$ cat src/rtl/qat_pkg.sv
// types, constants and register indexes for the quote aware tokenizer
// no dependencies; imported by every module in rtl
package qat_pkg;

    localparam int MAX_DELIMITERS  = 4;
    localparam int MAX_QUOTE_PAIRS = 4;
    // a packed register holds four bytes, so never more than four slots
    localparam int DELIM_SLOTS = (MAX_DELIMITERS < 4) ? MAX_DELIMITERS : 4;
    localparam int QUOTE_SLOTS = (MAX_QUOTE_PAIRS < 4) ? MAX_QUOTE_PAIRS : 4;

    localparam int TOKEN_W     = 16;
    localparam int QUEUE_DEPTH = 4;
    localparam int QUEUE_PTR_W = $clog2(QUEUE_DEPTH);
    localparam int QUEUE_CNT_W = $clog2(QUEUE_DEPTH + 1);

    localparam logic [7:0] ESCAPE_BYTE = 8'h5C;

    localparam logic KIND_BYTE = 1'b0;
    localparam logic KIND_END  = 1'b1;

    // configuration register indexes
    localparam logic [2:0] REG_DELIM_BYTES = 3'd0;
    localparam logic [2:0] REG_DELIM_COUNT = 3'd1;
    localparam logic [2:0] REG_QOPEN_BYTES = 3'd2;
    localparam logic [2:0] REG_QCLOS_BYTES = 3'd3;
    localparam logic [2:0] REG_QPAIR_COUNT = 3'd4;

    localparam logic [31:0] RST_DELIM_BYTES = 32'd32;
    localparam logic [2:0]  RST_DELIM_COUNT = 3'd1;
    localparam logic [31:0] RST_QOPEN_BYTES = 32'd34;
    localparam logic [31:0] RST_QCLOS_BYTES = 32'd34;
    localparam logic [2:0]  RST_QPAIR_COUNT = 3'd1;

    typedef struct packed {
        logic [7:0] in_byte;
        logic       in_last;
    } in_beat_t;

    typedef struct packed {
        logic [7:0]         out_byte;
        logic               out_kind;
        logic [TOKEN_W-1:0] token_number;
        logic               run_last;
    } out_beat_t;

    // one classified byte: a kept byte, an end marker, or both
    typedef struct packed {
        logic               has_byte;
        logic               has_end;
        logic [7:0]         byte_val;
        logic [TOKEN_W-1:0] token_number;
    } tok_op_t;

endpackage

$ cat src/rtl/qat_front.sv
// front end: configuration registers, tokenizer state and byte classification
// depends on qat_pkg; feeds classified operations to qat_queue
module qat_front
    import qat_pkg::*;
(
    input  logic        aclk,
    input  logic        aresetn,
    input  logic        cfg_we,
    input  logic [2:0]  cfg_index,
    input  logic [31:0] cfg_wdata,
    input  logic        s_valid,
    output logic        s_ready,
    input  in_beat_t    s_data,
    input  logic        q_full,
    output logic        op_push,
    output tok_op_t     op_data
);

    logic [31:0]        delim_bytes_reg;
    logic [2:0]         delim_count_reg;
    logic [31:0]        qopen_bytes_reg;
    logic [31:0]        qclos_bytes_reg;
    logic [2:0]         qpair_count_reg;

    logic               in_token_reg, in_token_next;
    logic [2:0]         open_quote_reg, open_quote_next;
    logic               esc_reg, esc_next;
    logic [TOKEN_W-1:0] token_count_reg, token_count_next;

    logic [2:0]         delim_used, qpair_used;
    logic               delim_hit;
    logic [2:0]         open_hit;
    logic [2:0]         oq_m1;
    logic [7:0]         close_byte;
    logic               keep, end_tok, accept;
    logic [7:0]         b;

    assign s_ready = !q_full;
    assign accept  = s_valid && s_ready;
    assign b       = s_data.in_byte;

    always_ff @(posedge aclk) begin
        if (!aresetn) begin
            delim_bytes_reg <= RST_DELIM_BYTES;
            delim_count_reg <= RST_DELIM_COUNT;
            qopen_bytes_reg <= RST_QOPEN_BYTES;
            qclos_bytes_reg <= RST_QCLOS_BYTES;
            qpair_count_reg <= RST_QPAIR_COUNT;
        end else if (cfg_we) begin
            case (cfg_index)
                REG_DELIM_BYTES: delim_bytes_reg <= cfg_wdata;
                REG_DELIM_COUNT: delim_count_reg <= cfg_wdata[2:0];
                REG_QOPEN_BYTES: qopen_bytes_reg <= cfg_wdata;
                REG_QCLOS_BYTES: qclos_bytes_reg <= cfg_wdata;
                REG_QPAIR_COUNT: qpair_count_reg <= cfg_wdata[2:0];
                default: ;
            endcase
        end
    end

    always_comb begin
        delim_used = (delim_count_reg > 3'(DELIM_SLOTS)) ? 3'(DELIM_SLOTS) : delim_count_reg;
        qpair_used = (qpair_count_reg > 3'(QUOTE_SLOTS)) ? 3'(QUOTE_SLOTS) : qpair_count_reg;
        delim_hit  = 1'b0;
        for (int k = 0; k < DELIM_SLOTS; k++) begin
            if (3'(k) < delim_used && delim_bytes_reg[8*k +: 8] == b) delim_hit = 1'b1;
        end
        // walk downward so the lowest matching pair wins
        open_hit = 3'd0;
        for (int k = QUOTE_SLOTS - 1; k >= 0; k--) begin
            if (3'(k) < qpair_used && qopen_bytes_reg[8*k +: 8] == b) open_hit = 3'(k + 1);
        end
        oq_m1      = open_quote_reg - 3'd1;
        close_byte = qclos_bytes_reg[8*oq_m1[1:0] +: 8];
    end

    always_comb begin
        keep             = 1'b0;
        end_tok          = 1'b0;
        esc_next         = esc_reg;
        open_quote_next  = open_quote_reg;
        in_token_next    = in_token_reg;
        token_count_next = token_count_reg;

        if (esc_reg) begin
            esc_next = 1'b0;
            keep     = 1'b1;
        end else if (b == ESCAPE_BYTE) begin
            // a trailing backslash is kept as is
            if (s_data.in_last) keep = 1'b1;
            else esc_next = 1'b1;
        end else if (open_quote_reg != 3'd0) begin
            if (b == close_byte) open_quote_next = 3'd0;
            else keep = 1'b1;
        end else if (delim_hit) begin
            if (in_token_reg) end_tok = 1'b1;
        end else if (open_hit != 3'd0) begin
            open_quote_next = open_hit;
            in_token_next   = 1'b1;
        end else begin
            keep = 1'b1;
        end

        if (end_tok) in_token_next = 1'b0;
        if (keep) in_token_next = 1'b1;

        if (s_data.in_last) begin
            if (in_token_next || open_quote_next != 3'd0) end_tok = 1'b1;
            in_token_next    = 1'b0;
            open_quote_next  = 3'd0;
            esc_next         = 1'b0;
            token_count_next = '0;
        end else if (end_tok && token_count_reg != {TOKEN_W{1'b1}}) begin
            token_count_next = token_count_reg + TOKEN_W'(1);
        end

        op_data.has_byte     = keep;
        op_data.has_end      = end_tok;
        op_data.byte_val     = b;
        op_data.token_number = token_count_reg;
        op_push              = accept && (keep || end_tok);
    end

    always_ff @(posedge aclk) begin
        if (!aresetn) begin
            in_token_reg    <= 1'b0;
            open_quote_reg  <= 3'd0;
            esc_reg         <= 1'b0;
            token_count_reg <= '0;
        end else if (accept) begin
            in_token_reg    <= in_token_next;
            open_quote_reg  <= open_quote_next;
            esc_reg         <= esc_next;
            token_count_reg <= token_count_next;
        end
    end

    // end of text returns all scan state to reset
    a_last_clears: assert property (@(posedge aclk) disable iff (!aresetn)
        accept && s_data.in_last |=> !in_token_reg && !esc_reg
            && open_quote_reg == 3'd0 && token_count_reg == '0)
        else $error("state not cleared after last beat");

    // an open quote always belongs to a token
    a_quote_in_token: assert property (@(posedge aclk) disable iff (!aresetn)
        open_quote_reg != 3'd0 |-> in_token_reg)
        else $error("quote open outside a token");

    a_quote_range: assert property (@(posedge aclk) disable iff (!aresetn)
        open_quote_reg <= 3'(QUOTE_SLOTS))
        else $error("open quote index out of range");

endmodule

$ cat src/rtl/qat_queue.sv
// small register queue of classified operations between front and back
// depends on qat_pkg
module qat_queue
    import qat_pkg::*;
(
    input  logic    aclk,
    input  logic    aresetn,
    input  logic    push,
    input  tok_op_t push_data,
    output logic    full,
    input  logic    pop,
    output logic    not_empty,
    output tok_op_t head
);

    tok_op_t                slot_reg [QUEUE_DEPTH];
    logic [QUEUE_PTR_W-1:0] wr_ptr_reg, rd_ptr_reg;
    logic [QUEUE_CNT_W-1:0] count_reg, count_next;

    assign full      = (count_reg == QUEUE_CNT_W'(QUEUE_DEPTH));
    assign not_empty = (count_reg != '0);
    assign head      = slot_reg[rd_ptr_reg];

    always_comb begin
        count_next = count_reg;
        if (push && !pop) count_next = count_reg + QUEUE_CNT_W'(1);
        else if (pop && !push) count_next = count_reg - QUEUE_CNT_W'(1);
    end

    always_ff @(posedge aclk) begin
        if (push) slot_reg[wr_ptr_reg] <= push_data;
    end

    always_ff @(posedge aclk) begin
        if (!aresetn) begin
            wr_ptr_reg <= '0;
            rd_ptr_reg <= '0;
            count_reg  <= '0;
        end else begin
            if (push) wr_ptr_reg <= wr_ptr_reg + QUEUE_PTR_W'(1);
            if (pop) rd_ptr_reg <= rd_ptr_reg + QUEUE_PTR_W'(1);
            count_reg <= count_next;
        end
    end

    a_no_overflow: assert property (@(posedge aclk) disable iff (!aresetn)
        count_reg <= QUEUE_CNT_W'(QUEUE_DEPTH) && !(push && full))
        else $error("queue overflow");

    a_no_underflow: assert property (@(posedge aclk) disable iff (!aresetn)
        pop |-> not_empty)
        else $error("queue pop while empty");

endmodule

$ cat src/rtl/qat_back.sv
// back end: expands each operation into result beats in an output register
// depends on qat_pkg; drains qat_queue
module qat_back
    import qat_pkg::*;
(
    input  logic      aclk,
    input  logic      aresetn,
    input  logic      q_not_empty,
    input  tok_op_t   q_head,
    output logic      q_pop,
    output logic      m_valid,
    input  logic      m_ready,
    output out_beat_t m_data
);

    logic               out_valid_reg, out_valid_next;
    out_beat_t          out_data_reg, out_data_next;
    logic               pend_end_reg, pend_end_next;
    logic [TOKEN_W-1:0] pend_num_reg, pend_num_next;
    logic               load;

    assign m_valid = out_valid_reg;
    assign m_data  = out_data_reg;
    assign load    = !out_valid_reg || m_ready;

    always_comb begin
        out_valid_next = out_valid_reg;
        out_data_next  = out_data_reg;
        pend_end_next  = pend_end_reg;
        pend_num_next  = pend_num_reg;
        q_pop          = 1'b0;
        if (load) begin
            out_valid_next = 1'b0;
            if (pend_end_reg) begin
                // second beat of a byte plus end pair
                out_valid_next             = 1'b1;
                out_data_next.out_byte     = 8'd0;
                out_data_next.out_kind     = KIND_END;
                out_data_next.token_number = pend_num_reg;
                out_data_next.run_last     = 1'b1;
                pend_end_next              = 1'b0;
            end else if (q_not_empty) begin
                q_pop                      = 1'b1;
                out_valid_next             = 1'b1;
                out_data_next.token_number = q_head.token_number;
                if (q_head.has_byte) begin
                    out_data_next.out_byte = q_head.byte_val;
                    out_data_next.out_kind = KIND_BYTE;
                    out_data_next.run_last = !q_head.has_end;
                    pend_end_next          = q_head.has_end;
                    pend_num_next          = q_head.token_number;
                end else begin
                    out_data_next.out_byte = 8'd0;
                    out_data_next.out_kind = KIND_END;
                    out_data_next.run_last = 1'b1;
                end
            end
        end
    end

    always_ff @(posedge aclk) begin
        out_data_reg <= out_data_next;
        pend_num_reg <= pend_num_next;
    end

    always_ff @(posedge aclk) begin
        if (!aresetn) begin
            out_valid_reg <= 1'b0;
            pend_end_reg  <= 1'b0;
        end else begin
            out_valid_reg <= out_valid_next;
            pend_end_reg  <= pend_end_next;
        end
    end

    // a pending end marker always sits behind a byte beat of the same token
    a_pend_behind_byte: assert property (@(posedge aclk) disable iff (!aresetn)
        pend_end_reg |-> out_valid_reg && out_data_reg.out_kind == KIND_BYTE
            && !out_data_reg.run_last && out_data_reg.token_number == pend_num_reg)
        else $error("pending end marker without its byte beat");

endmodule

$ cat src/rtl/quote_aware_tokenizer.sv
// top level of the quote aware tokenizer: front, operation queue, back
// depends on qat_pkg, qat_front, qat_queue, qat_back
//
//   port group   dir   handshake          payload
//   s_*          in    s_valid/s_ready    in_beat_t  (in_byte, in_last)
//   m_*          out   m_valid/m_ready    out_beat_t (out_byte, out_kind,
//                                                     token_number, run_last)
//   cfg_*        in    cfg_we             cfg_index, cfg_wdata
//
// one input beat per cycle while the four entry operation queue has room
// each beat yields zero, one or two result beats; the back end sends one per
// cycle while m_ready allows, so a byte that also closes a token gives a byte
// beat then an end beat; results go through a queue slot and output register
// reset is synchronous, active low, and restores the default configuration
// output stalls back up through the queue to s_ready
module quote_aware_tokenizer
    import qat_pkg::*;
(
    input  logic        aclk,
    input  logic        aresetn,
    input  logic        cfg_we,
    input  logic [2:0]  cfg_index,
    input  logic [31:0] cfg_wdata,
    input  logic        s_valid,
    output logic        s_ready,
    input  in_beat_t    s_data,
    output logic        m_valid,
    input  logic        m_ready,
    output out_beat_t   m_data
);

    logic    q_full, q_push, q_pop, q_not_empty;
    tok_op_t q_in, q_head;

    qat_front u_front (
        .aclk      (aclk),
        .aresetn   (aresetn),
        .cfg_we    (cfg_we),
        .cfg_index (cfg_index),
        .cfg_wdata (cfg_wdata),
        .s_valid   (s_valid),
        .s_ready   (s_ready),
        .s_data    (s_data),
        .q_full    (q_full),
        .op_push   (q_push),
        .op_data   (q_in)
    );

    qat_queue u_queue (
        .aclk      (aclk),
        .aresetn   (aresetn),
        .push      (q_push),
        .push_data (q_in),
        .full      (q_full),
        .pop       (q_pop),
        .not_empty (q_not_empty),
        .head      (q_head)
    );

    qat_back u_back (
        .aclk        (aclk),
        .aresetn     (aresetn),
        .q_not_empty (q_not_empty),
        .q_head      (q_head),
        .q_pop       (q_pop),
        .m_valid     (m_valid),
        .m_ready     (m_ready),
        .m_data      (m_data)
    );

endmodule

$ cat config.mk
export PLATFORM = sky130hd
export DESIGN_NAME = quote_aware_tokenizer
export DESIGN_NICKNAME = d
export VERILOG_FILES = /design/src/rtl/qat_pkg.sv /design/src/rtl/qat_front.sv /design/src/rtl/qat_queue.sv /design/src/rtl/qat_back.sv /design/src/rtl/quote_aware_tokenizer.sv
export SDC_FILE = /design/constraint.sdc
export NUM_CORES = 1
export LEC_CHECK = 0
export BUFFER_PORTS_ARGS = -buffer_cell sky130_fd_sc_hd__clkbuf_2
export CAP_MARGIN = 20
export CORE_UTILIZATION = 23
export DETAILED_ROUTE_END_ITERATION = 10
export GPL_ROUTABILITY_DRIVEN = 0
export HOLD_SLACK_MARGIN = 0.1
export PLACE_DENSITY = 0.41
export SLEW_MARGIN = 20
export SYNTH_ARGS = -nofsm -noshare
export SYNTH_HDL_FRONTEND = slang
export SYNTH_SLANG_ARGS = --single-unit
export TNS_END_PERCENT = 30
$ cat constraint.sdc
create_clock -name aclk -period 5.6 [get_ports aclk]
set_clock_uncertainty 0.1 [all_clocks]
set_input_delay 0.56 -clock aclk [delete_from_list [all_inputs] [get_ports aclk]]
set_output_delay 0.56 -clock aclk [all_outputs]
set_load 0.03 [all_outputs]
==> reports/results.txt, run 1 <==
Vias in the first global route: 7516
Routed met1 length: 14800 µm
Fmax: 216 MHz
CP Launch Type: flip-flop
CP Capture Type: flip-flop
Hold Path Sink: u_front.qclos_bytes_reg[28]
Effective utilization at floorplan: 23.3%
P_leak: 4.80 nW
GRT Total Usage: 11.9%
Fin crit share: 82.6%
Clk Latency, worst-skew pair: 570 ps
Reg clk slew, reported paths: 60 ps
Die width: 230 µm
TritonCTS clock tree: done
Top Metal Used: met4
H-tree depth: 1
Period minus WS final: 4620 ps
Final WS setup: 976 ps
Status: finished clean
Yosys top cell by area: edfxtp_1
Cell area after synthesis: 12000 µm²
Via density: 4.21
VDD IR max: 215 µV
Syn_area_per_cell: 11.9 µm²
Num rows: 83
Critical Path AT: 5030 ps
Largest net degree at the start of global routing: 53
Vias after detailed routing: 7457
RR Startpoint: u_front.open_quote_reg[0]
ANT nets after route: 0
Met3 Wirelength: 892 µm
Die area: 53000 µm²
Die Y-Extent: 230 µm
FF/Latch Area: 7070 µm²
Hold path depth: 3
Hpwl dp: 20800 µm
Synth top area share: 36.6%
Post-synth cell types: 57
Drt first pass iters: 4
Relative slew slack: 31.2%
Final setup TNS: 0 ps
Slew Limit Fails: 0
Largest cells by area after synthesis: edfxtp_1 37%, dfxtp_1 22%, nand2_1 6.8%
Hold-fix buffer count after cts: 0
Async SR Flop Fraction: 0%
DRT Wirelength: 31200 µm
Kind of critical path: flip-flop to flip-flop
R2R cell count: 16
Min-delay src: cfg_wdata[28]
Initial antenna violation count: 0
Met2 wire len: 15000 µm
Share of layout cells above drive strength 1: 17.9%
EDFF count, synth: 146
CTS Buffer Depth: 3
IO Count: 77
Max reg flops: 104
Max-cap violations: 0
Setup violators final: 0
Root Driver: clkbuf_16
Final #Nets: 1127
Synth Instances: 1006
Internal reg-to-reg setup slack: 980 ps
Pwr Density: 410 nW/µm²
Post_cts resized: 0
Pre-CTS setup slack: 973 ps
Core box area: 51400 µm²
Sequential area share after synthesis: 59.0%
Gr ovfl total: 0
Net Count, Synth: 1063
Count of state elements after synthesis: 280
Crit-path max FO: 14
Num CTS Buffers: 29
Clock sinks: 280
WL per Instance: 17.6 µm
Fillers: 5379
RSZ-0062 raised after global routing: no
# DRC: 0
Required time of the worst setup path: 6000 ps
IO buf count: 76
Worst-margin pin slew: 1030 ps
Yosys warnings: 0
Iteration-0 DRC Markers: 408
Hold crit path type: input port to flip-flop
Post-CTS setup buffer count: 0
Synth Flop Type: edfxtp_1
Multi-input gate area: 4600 µm²
R2r endpoint: u_queue.count_reg[2]
Hold Fails Final Rpt: 0
Area growth syn-to-layout: 17.0%
First-pass GRT wire length: 48200 µm
==> worst max path at each step <==
stage,slack [ps],cells after the start,from,endpoint
floorplan,1790,18,u_front.open_quote_reg[0],u_queue.count_reg[2]
global placement,990,16,u_front.open_quote_reg[0],u_queue.count_reg[2]
detailed placement,970,16,u_front.open_quote_reg[0],u_queue.count_reg[2]
CTS,940,16,u_front.open_quote_reg[0],u_queue.count_reg[2]
global route,530,16,u_front.open_quote_reg[0],u_queue.count_reg[2]
finish,980,16,u_front.open_quote_reg[0],u_queue.count_reg[2]
==> layout by cell type (no fill, tap or decap), types with 6 or more instances in the layout <==
cell       count
nand2_1      218
clkbuf_16     30
nor2b_1       20
xor2_1        52
xnor2_1       41
ha_1           7
nor3_1        12
and3_1         7
mux2i_1       21
dfxtp_1      132
a21boi_0      96
nand4_1       11
nor4_1        12
buf_4         15
clkbuf_2      75
nand3_1       18
inv_1          8
nand2b_1       6
a21oi_1        7
and2_1        13
clkinv_2       6
clkbuf_1       6
mux2_2        16
mux4_2        28
nor2_1        25
o21ai_0       12
edfxtp_1     146
==> final cells by class <==
cell class                 count  area share (%)
antenna                        1          0.0179
clock buffer                  39            5.81
clock inverter                14            1.14
inverter                       8           0.214
multi-input combinational    660            32.8
sequential                   280            50.4
tap                          680            6.07
timing repair buffer          91            3.52
==> worst max-delay path, cell delays in order, from the launching register on <==
cell and delay, ps:
dfxtp_1 450, inv_1 190, ha_1 800, mux2i_1 360, xnor2_1 160, nor3_1 60, o211ai_1 280, o21ai_0 260
a21oi_2 310, o31ai_2 110, a21oi_4 210, ha_1 210, inv_1 60, fa_1 380, xor2_1 170, or3_1 300
a21boi_0 160
==> power breakdown <==
group          switching, mW  internal [mW]
Clock                  0.827           1.16
Combinational          0.706          0.410
Sequential             0.125           2.52
Total                   1.66           4.09
==> Yosys cell counts (2+ instances only) <==
library cell and count:
dfxtp_1 134, xor2_2 2, nand3b_1 3, buf_1 2, inv_1 8, and3_1 7
nor3_1 12, and2_1 13, clkbuf_1 45, nand2_1 218, nor4_1 12, a21boi_0 96
ha_1 7, nor2b_1 20, mux2i_1 21, xor2_1 52, nor2_1 26, xnor2_1 41
edfxtp_1 146, mux4_2 28, or3_1 3, nand4_1 11, mux2_2 16, and4_1 2
a22oi_1 3, nand3_1 18, buf_6 8, a21oi_1 7, nand2b_1 6, o21ai_0 12
==> metrics by stage <==
stage	hold WS, ps	total power [mW]	instance area (µm²)	instances	utilization [%]
2_1_floorplan	340	3.45	12000	1006	-
5_1_grt	155	6.03	14000	1772	27.3
6_report	156	5.75	14000	1773	27.3
3_3_place_gp	353	3.84	13000	1719	25.4
3_5_place_dp	359	3.84	13000	1719	25.4
4_1_cts	132	5.85	14000	1772	27.3
==> layer usage <==
metal  GRT usage, %  vias to the layer above
met4           2.55                        0
li1               -                     3652
met3           1.76                       38
met1           16.1                     3648
met5              0                        -
met2           20.1                      119
==> logic make-up (layout without fill, tap and decap cells) <==
kind of cell / after synthesis / after routing / synth area share (%)
other: 0 / 1 / 0
AND/OR/NAND/NOR: 361 / 361 / 13.9
XOR/XNOR: 95 / 95 / 7.07
multiplexers: 65 / 65 / 8.52
adder cells (fa/ha/maj): 8 / 8 / 0.898
flip-flops: 280 / 280 / 59.0
buffers and inverters: 66 / 152 / 2.62
AO/OA/AOI/OAI: 131 / 131 / 7.98
(Power assumes the default switching activity.)
==> inputs of run 2 (changes only) <==
==> constraint.sdc (replaced) <==
create_clock -name aclk -period 4.4 [get_ports aclk]
set_clock_uncertainty 0.1 [all_clocks]
set_input_delay 0.44 -clock aclk [delete_from_list [all_inputs] [get_ports aclk]]
set_output_delay 0.44 -clock aclk [all_outputs]
set_load 0.03 [all_outputs]
==> reports/results.txt, run 2 (synthesis gave the netlist of run 1 again) <==
CP Capture Point: u_queue.count_reg[2]
Most crowded layer after global routing: met2
TritonCTS clock tree: done
Fmax: 252 MHz (+17%)
H-tree depth: 2 (+1)
Drt first pass iters: 5 (+1)
Largest net degree at the start of global routing: 97 (+83%)
CTS Buffer Depth: 3 (unchanged)
Met2 Use GR: 20.5% (+0.36 points)
Max-cap violations: 0 (unchanged)
Share of layout cells above drive strength 1: 18.4% (+0.57 points)
Worst-margin pin slew: 891 ps (-138 ps)
ANT nets after route: 0 (unchanged)
RR Startpoint: u_front.open_quote_reg[1]
Final #Nets: 1161 (+3.0%)
Grt met1 use: 16.6% (+0.53 points)
Crit path cell chain: inv_1 -> ha_1 -> buf_12 -> mux2i_1 -> buf_4 -> xnor2_1 -> nor3_1 -> o211ai_1 -> o21ai_0 -> buf_4 -> a21oi_2 -> o31ai_2 -> a21oi_4 -> ha_1 -> inv_1 -> fa_1 -> xor2_1 -> or3_1 -> a21boi_0
Root Driver: clkbuf_16
Hpwl dp: 21900 µm (+5.1%)
CP Launch Type: flip-flop
Num CTS Buffers: 34 (+17%)
Global Route met3 Usage: 2.01% (+0.25 points)
Pwr Density: 526 nW/µm² (+28%)
# DRC: 0 (unchanged)
Hold crit path type: input port to flip-flop
Critical Path AT: 4290 ps (-740 ps)
Die width: 230 µm (unchanged)
Final setup TNS: 0 ps (unchanged)
Clock sinks: 280 (unchanged)
Commonest non-fill, non-tap cell in the layout: nand2_1
Initial antenna violation count: 0 (unchanged)
Slew Limit Fails: 0 (unchanged)
Area growth syn-to-layout: 20.4%
PnR Total Power: 7.58 mW (+32%)
RSZ-0062 raised after global routing: no
Die area: 53000 µm² (unchanged)
Vias after detailed routing: 7633 (+2.4%)
N_diodes: 0 (-1)
Kind of critical path: flip-flop to flip-flop
R2R cell count: 19 (+3)
Period minus WS final: 3960 ps (-663 ps)
Iteration-0 DRC Markers: 406 (-0.49%)
P_leak: 4.99 nW (+3.8%)
Vias in the first global route: 7768 (+3.4%)
VDD IR max: 276 µV (+28%)
Worst path depth: 19 (+3)
R2r endpoint: u_queue.count_reg[2]
First-pass GRT wire length: 49700 µm (+3.2%)
Gr ovfl total: 0 (unchanged)
Post-CTS setup buffer count: 0 (unchanged)
Worst Setup SP: u_front.open_quote_reg[1]
Effective utilization at floorplan: 23.3% (unchanged)
Most frequent cells in the layout: 218 x nand2_1, 146 x edfxtp_1, 133 x dfxtp_1
Die Y-Extent: 230 µm (unchanged)
Fin crit share: 90.0% (+7.5 points)
Relative slew slack: 40.6% (+9.3 points)
Required time of the worst setup path: 4730 ps (-1270 ps)
Crit-path max FO: 14 (unchanged)
Status: finished clean
Max reg flops: 104 (unchanged)
IO buf count: 76 (unchanged)
Area of all placed cells without fillers: 14400 µm² (+2.8%)
Num rows: 83 (unchanged)
IO Count: 77 (unchanged)
Via density: 4.22 (+0.32%)
CP max-delay cell: fa_1
Hold Fails Final Rpt: 0 (unchanged)
Clk Latency, worst-skew pair: 510 ps (-60 ps)
CP bufs+invs: 5 (+3)
WL per Instance: 17.9 µm (+1.7%)
Reg clk slew, reported paths: 60 ps (about the same)
DRT Wirelength: 32400 µm (+3.8%)
CP Capture Type: flip-flop
Area after DPL: 13100 µm² (+0.78%)
Setup violators final: 0 (unchanged)
CP max stage delay: 370 ps (-430 ps)
Core box area: 51400 µm² (unchanged)
GRT Total Usage: 12.4% (+0.44 points)
CP delay by family, top: compound AO/OA/AOI/OAI gates
Internal reg-to-reg setup slack: 440 ps (-540 ps)
==> run 2: changes by cell type in the layout (fill, tap and decap cells not counted), sizes merged <==
cell	before	now
dlygate4sd3	0	17
buf	16	28
inv	9	8
clkinvlp	0	1
diode	1	0
bufinv	3	2
clkinv	10	8
clkbuf	114	125
==> run 2: how the worst min path moves through the flow <==
stage                                 from                           to  slack [ps]  depth (start not counted)
3_3_place_gp    u_front.qclos_bytes_reg[4]   u_front.qclos_bytes_reg[4]         360                          2
6_report                     cfg_wdata[19]  u_front.qclos_bytes_reg[19]         120                          3
5_1_grt                      cfg_wdata[27]  u_front.qopen_bytes_reg[27]         120                          3
2_1_floorplan  u_front.qclos_bytes_reg[11]  u_front.qclos_bytes_reg[11]         340                          2
3_5_place_dp    u_front.qclos_bytes_reg[4]   u_front.qclos_bytes_reg[4]         360                          2
4_1_cts                      cfg_wdata[27]  u_front.qopen_bytes_reg[27]         100                          3
==> run 2: stage by stage <==
step / util, % / setup WS [ps] / hold WS, ps / instances
final: 28.0 / 439 / 119 / 1809
after global routing: 28.0 / 140 / 116 / 1809
after CTS: 28.0 / 441 / 100 / 1809
after detailed placement: 25.6 / 123 / 364 / 1731
after global placement: 25.6 / 152 / 357 / 1731
after floorplan: - / 589 / 340 / 1006
==> run 2: worst reg2reg max path, stage by stage (launching register included) <==
cell      delay, ps
dfxtp_1         340
inv_1            70
ha_1            320
buf_12          170
mux2i_1         250
buf_4           140
xnor2_1         110
nor3_1           80
o211ai_1        300
o21ai_0         120
buf_4           160
a21oi_2         240
o31ai_2         110
a21oi_4         140
ha_1            190
inv_1            60
fa_1            370
xor2_1          170
or3_1           290
a21boi_0        150
==> run 2: routing by layer <==
layer / wire, µm / vias to the layer above
met3: 1050 / 38
met4: 580 / 0
met2: 15400 / 142
met1: 15300 / 3730
li1: - / 3723
met5: 0 / -
==> run 2: timing repair <==
action	in CTS	in global routing
hold buffers	17	0
hold endpoints to repair	37	0
gates resized for setup	0	0
==> run 2: cell type report <==
type	instances	area (µm²)
clock buffer	50	995
clock inverter	11	110
fill	5358	37000
inverter	8	30.0
multi-input combinational	660	4600
sequential	280	7070
tap	680	851
timing repair buffer	120	766
==> run 2: power breakdown <==
part	switching (mW)	total, mW	leakage (nW)	internal [mW]
Combinational	0.949	1.49	1.92	0.540
Clock	1.08	2.76	0.534	1.69
Sequential	0.120	3.33	2.53	3.21
